### config.mk
export PLATFORM = sky130hd
export DESIGN_NAME = oblagg_ctrl
export DESIGN_NICKNAME = d
export VERILOG_FILES = /design/src/hw/rtl/oblagg_pkg.sv /design/src/hw/rtl/oblagg_ctrl.sv
export SDC_FILE = /design/constraint.sdc
export NUM_CORES = 1
export LEC_CHECK = 0
export BUFFER_PORTS_ARGS = -buffer_cell sky130_fd_sc_hd__buf_2
export CORE_AREA = 2 2 39 41
export DETAILED_ROUTE_END_ITERATION = 10
export DIE_AREA = 0 0 41 43
export PLACE_DENSITY = 0.57
export SLEW_MARGIN = 25
export SYNTH_ARGS = -nofsm -noshare
export SYNTH_HDL_FRONTEND = slang
export SYNTH_SLANG_ARGS = --single-unit
export TNS_END_PERCENT = 100
### constraint.sdc
create_clock -name clk -period 2.1 [get_ports clk]
set_clock_uncertainty 0.15 [all_clocks]
set_input_delay 0.105 -clock clk [delete_from_list [all_inputs] [get_ports clk]]
set_output_delay 0.105 -clock clk [all_outputs]
set_load 0.03 [all_outputs]
### src/hw/rtl/oblagg_pkg.sv
package oblagg_pkg;

	localparam int ORDER_SLOTS = 1024;
	localparam int LEVEL_SLOTS = 256;
	localparam int BOOK_SLOTS  = 2 * LEVEL_SLOTS;
	localparam int OA_W        = $clog2(ORDER_SLOTS);
	localparam int LA_W        = $clog2(LEVEL_SLOTS);
	localparam int BA_W        = $clog2(BOOK_SLOTS);
	localparam int CLR_SLOTS   = (ORDER_SLOTS > BOOK_SLOTS) ? ORDER_SLOTS : BOOK_SLOTS;
	localparam int CNT_W       = $clog2(CLR_SLOTS) + 1;
	localparam int QTY_W       = 40;
	localparam int ORD_W       = 1 + 32 + 32;
	localparam int BOOK_W      = 1 + 32 + QTY_W;

	localparam logic [QTY_W-1:0] QTY_MAX = '1;

	localparam logic [2:0] SEL_BUY    = 3'd0;
	localparam logic [2:0] SEL_SELL   = 3'd1;
	localparam logic [2:0] SEL_BSTOP  = 3'd2;
	localparam logic [2:0] SEL_SSTOP  = 3'd3;
	localparam logic [2:0] SEL_TWOWAY = 3'd4;

	localparam logic [1:0] STAT_OPEN = 2'd0;
	localparam logic [1:0] STAT_PART = 2'd1;

	localparam logic [1:0] ERR_NONE     = 2'd0;
	localparam logic [1:0] ERR_ORD_FULL = 2'd1;
	localparam logic [1:0] ERR_LVL_FULL = 2'd2;
	localparam logic [1:0] ERR_LVL_MISS = 2'd3;

	typedef struct packed {
		logic [31:0]        ord_ref;
		logic [2:0]         side_sel;
		logic [1:0]         order_status;
		logic signed [31:0] order_price;
		logic [31:0]        remaining_qty;
		logic signed [31:0] buy_trigger;
		logic signed [31:0] sell_trigger;
	} order_in_t;

	typedef struct packed {
		logic               level_valid;
		logic               level_side;
		logic signed [31:0] level_price;
		logic [QTY_W-1:0]   level_qty;
		logic [1:0]         error_code;
	} level_out_t;

	typedef struct packed {
		logic used;
		logic [31:0] key;
		logic [31:0] left;
	} ord_word_t;

	typedef struct packed {
		logic used;
		logic [31:0] price;
		logic [QTY_W-1:0] qty;
	} book_word_t;

	typedef struct packed {
		logic       clr;
		logic       load;
		logic       cnt_clr;
		logic       scan_o;
		logic       scan_l;
		logic       odec;
		logic       calc;
		logic       commit;
		logic       emit_none;
		logic       emit_err;
		logic [1:0] err;
	} ctl_t;

	typedef struct packed {
		logic       clr_done;
		logic       drop;
		logic       scan_done;
		logic       ofound;
		logic       ofree;
		logic       qty_zero;
		logic       same;
		logic       lvl_ok;
		logic [1:0] lvl_err;
	} sts_t;

endpackage

### src/hw/rtl/oblagg_ctrl.sv
module oblagg_ctrl (
	input  logic               clk,
	input  logic               arst_n,
	input  logic               start,
	input  oblagg_pkg::sts_t   st,
	output oblagg_pkg::ctl_t   ctl,
	output logic               busy
);

	localparam logic [2:0] S_CLR   = 3'd0;
	localparam logic [2:0] S_IDLE  = 3'd1;
	localparam logic [2:0] S_CHK   = 3'd2;
	localparam logic [2:0] S_OSCAN = 3'd3;
	localparam logic [2:0] S_ODEC  = 3'd4;
	localparam logic [2:0] S_LSCAN = 3'd5;
	localparam logic [2:0] S_LDEC  = 3'd6;
	localparam logic [2:0] S_WR    = 3'd7;

	logic [2:0] state_q;
	logic [2:0] nxt;

	always_ff @(posedge clk or negedge arst_n) begin
		if (!arst_n) begin
			state_q <= S_CLR;
		end else begin
			state_q <= nxt;
		end
	end

	always_comb begin
		ctl = '0;
		nxt = state_q;
		unique case (state_q)
			S_CLR: begin
				ctl.clr = 1'b1;
				if (st.clr_done) nxt = S_IDLE;
			end
			S_IDLE: begin
				if (start) begin
					ctl.load = 1'b1;
					nxt = S_CHK;
				end
			end
			S_CHK: begin
				if (st.drop) begin
					ctl.emit_none = 1'b1;
					nxt = S_IDLE;
				end else begin
					nxt = S_OSCAN;
				end
			end
			S_OSCAN: begin
				ctl.scan_o = 1'b1;
				if (st.scan_done) nxt = S_ODEC;
			end
			S_ODEC: begin
				ctl.odec = 1'b1;
				ctl.cnt_clr = 1'b1;
				priority if (!st.ofound && st.qty_zero) begin
					ctl.emit_none = 1'b1;
					nxt = S_IDLE;
				end else if (!st.ofound && !st.ofree) begin
					ctl.emit_err = 1'b1;
					ctl.err = oblagg_pkg::ERR_ORD_FULL;
					nxt = S_IDLE;
				end else if (st.ofound && st.same) begin
					ctl.emit_none = 1'b1;
					nxt = S_IDLE;
				end else begin
					nxt = S_LSCAN;
				end
			end
			S_LSCAN: begin
				ctl.scan_l = 1'b1;
				if (st.scan_done) nxt = S_LDEC;
			end
			S_LDEC: begin
				ctl.calc = 1'b1;
				if (st.lvl_ok) begin
					nxt = S_WR;
				end else begin
					ctl.emit_err = 1'b1;
					ctl.err = st.lvl_err;
					nxt = S_IDLE;
				end
			end
			S_WR: begin
				ctl.commit = 1'b1;
				nxt = S_IDLE;
			end
			default: nxt = S_IDLE;
		endcase
	end

	assign busy = (state_q != S_IDLE);

`ifndef ASSERT_OFF
	a_commit_after_calc: assert property (@(posedge clk) disable iff (!arst_n)
		ctl.commit |-> $past(state_q) == S_LDEC)
		else $error("commit without level decision");
	a_start_to_chk: assert property (@(posedge clk) disable iff (!arst_n)
		(state_q == S_IDLE && start) |=> state_q == S_CHK)
		else $error("transfer not taken");
	a_one_emit: assert property (@(posedge clk) disable iff (!arst_n)
		$onehot0({ctl.emit_none, ctl.emit_err, ctl.commit}))
		else $error("two results in one cycle");
`endif

endmodule

==> flow_summary.json <==
{
  "tns_ns": 0,
  "wirelength_um": 945,
  "yosysMostFrequentCell": "nand2b_1",
  "clkPwrFrac_pct": 14.7,
  "synth-xor-area-share_pct": 0,
  "ys_ff_latch": 3,
  "finalWeightedCongestion": 0.7426,
  "netlist_top_cells_area": "dfrtp_1 (20%), nand2b_1 (8.2%), nor4b_4 (6.3%), a21o_1 (3.9%), buf_4 (3.9%)",
  "async_reset_ff_share_pct": 100.0,
  "syn_area_um2": 380.4,
  "path_class": "flip-flop to output port",
  "utilization_pct": 37.70,
  "drive_above_1_share_pct": 49.30,
  "finalPower_uw": 669.7,
  "post_drt_wl_per_cell_um": 10.86,
  "dr.pass1.iters": 2,
  "period_minus_slack_ns": 1.897,
  "clkLatencyLatePin_ns": 0.23,
  "setup-violations-final": 0,
  "fp.coreArea_um2": 1384,
  "yosys-top-cells-count": "nand2b_1 (5), dfrtp_1 (3), nor2_1 (3)",
  "die_w_um": 41,
  "status": "finished, final reports clean",
  "crit_arrival_ns": 1.64,
  "antenna_found_initial": 0,
  "slew_violations": 0,
  "synth_top_family_by_area": "simple AND/OR/NAND/NOR gates",
  "drt_iter0_drc": 7,
  "intPower_uw": 315.2,
  "start_util_pct": 27.49,
  "clk_path_buf_depth": 2,
  "finalCritPeriodShare_pct": 90.31,
  "top_regs": "state_q (3)",
  "row_count": 14,
  "cts_tree": "built",
  "synth_compound_area_share_pct": 19.08,
  "grt_pass1_wl_mm": 1.331,
  "ir_drop_mv": 0.3985,
  "p_sw_share_pct": 52.94,
  "critPathLaunchType": "flip-flop",
  "drc": 0,
  "cts_setup_buffers": 0,
  "worstPathRequired_ns": 1.85,
  "hold_viol": 0,
  "worstRegToRegCells": 3,
  "viasPerCell": 4.770,
  "yosysSeqAreaShare_pct": 19.74,
  "regMostFlops": "state_q",
  "hold_depth": 3,
  "fill_cells": 157,
  "powerDensity_nw_per_um2": 1284,
  "hp-class": "input port to flip-flop",
  "dieArea_um2": 1763,
  "area_growth_pct": 37.17,
  "grt_start_max_net_pins": 16,
  "power_switching_uw": 354.5,
  "ys_warn_count": 0,
  "fin_ws_ns": 0.2035,
  "holdBufCountCts": 1,
  "critPathMaxStageDelay_ns": 0.60,
  "htree_levels": 1,
  "cp_max_fo": 14,
  "relSlewSlack_pct": 71.17,
  "path_cells": "inv_2 -> nor4b_4 -> and2_1 -> buf_2",
  "synth_top_area_share_pct": 19.74,
  "end_kind": "output port",
  "finalNetCount": 85,
  "yosysUniqueCellTypes": 28,
  "p_leak_uw": 0.0002724,
  "post-place-ws_ns": 0.4511,
  "dieHeight_um": 43,
  "cts_made_buffers": 3,
  "cts.sinks": 3,
  "antenna_left": 0,
  "dp_hpwl_um": 715.3,
  "io_buffers": 25,
  "largest_register_ffs": 3,
  "syn_nets": 58,
  "grt_pass1_vias": 347,
  "overflow": 0,
  "root_buffer": "clkbuf_4",
  "vias": 415,
  "synthAdderAreaFrac_pct": 0,
  "post_cts_resized": 0,
  "max_freq_mhz": 527.3,
  "cts.clk_slew.worst_paths_ns": 0.04,
  "synth_simple_gate_area_share_pct": 47.04,
  "syn-instance-count": 45,
  "maxCapViolCount": 0,
  "synth.largest_area_cell": "dfrtp_1",
  "n_antenna_cell": 0,
  "io_pins": 26,
  "muxShareOfSynthArea_pct": 2.632,
  "critPathSlowestCell": "dfrtp_1",
  "timing_worst_slew_pin_value_ns": 0.4324,
  "syn_area_per_cell_um2": 8.453,
  "rsz0062_at_grt": "no",
  "ys.flop_type": "dfrtp_1",
  "seqPwrFrac_pct": 26.2,
  "gr-usage-all-layers_pct": 10.88,
  "synth_edf_count": 0,
  "combPwrFrac_pct": 59.1
}
-- worst paths after layout --
check | from | slack (ns) | to
min in group asynchronous | arst_n | 0.06 | state_q[2]
hold reg to reg | state_q[1] | 0.62 | state_q[2]
setup reg to reg | state_q[0] | 0.73 | state_q[2]
hold / removal | st[9] | 0.02 | state_q[0]
max in group asynchronous | arst_n | 1.64 | state_q[0]
setup / recovery | state_q[1] | 0.20 | ctl[1]
-- layout by cell type (no fill, tap or decap), drive strengths merged, types with 2 or more instances in the layout --
cell type and count:
and2 2, and2b 2, clkbuf 4, nor2 3
a21oi 2, nand2b 5, nor3 2, a21o 2
o21ai 2, nor3b 2, dfrtp 3, nand3b 2
a31oi 2, buf 25, nand2 2
-- power by group through the flow --
| stage | clock network [µW] | logic, µW | registers [µW] |
|---|---|---|---|
| after CTS | 106 | 402 | 173 |
| after global routing | 109 | 427 | 186 |
| final | 98.3 | 396 | 176 |
| after detailed placement | 0 | 400 | 173 |
| after global placement | 0 | 395 | 172 |
| after floorplan | 0 | 401 | 115 |
-- critical path, delay by kind of cell (launching register included) --
family	cells	cell delay (ns)
simple gates	2	0.48
buf+inv	2	0.34
flops	1	0.60
-- routing by layer --
layer	share of wire (%)	routed length [µm]	up-vias	global-route usage, %
met2	47	448	14	17.19
li1	-	-	215	-
met3	8.4	79	0	1.571
met5	0	0	-	0
met1	44	418	186	13.31
met4	0	0	0	6.000
-- area by class of cell --
cell class / instances / area [µm²] / share of cell area [%]
clock buffers: 4 / 26.28 / 5.036
multi-input cells: 37 / 261.5 / 50.12
repair buffers: 26 / 135.1 / 25.90
flip-flops and latches: 3 / 75.07 / 14.39
well taps: 16 / 20.02 / 3.837
inverters: 1 / 3.754 / 0.7194
-- logic make-up (layout without fill, tap and decap cells) --
kind of cell           Yosys count  after routing
DFF                              3              3
muxes                            1              1
buffers and inverters            5             31
AOI/OAI and AO/OA               11             11
and+or+nand+nor                 25             25
-- metrics by stage --
stage / cells / cell area (µm²) / hold WS [ns]
2_1_floorplan: 45 / 380.4 / -0.3406
3_3_place_gp: 82 / 485.5 / -0.2469
3_5_place_dp: 82 / 485.5 / -0.2468
4_1_cts: 87 / 521.8 / 0.02239
5_1_grt: 87 / 521.8 / 0.02808
6_report: 87 / 521.8 / 0.01815
No activity file was read; power rests on OpenSTA's default activity.
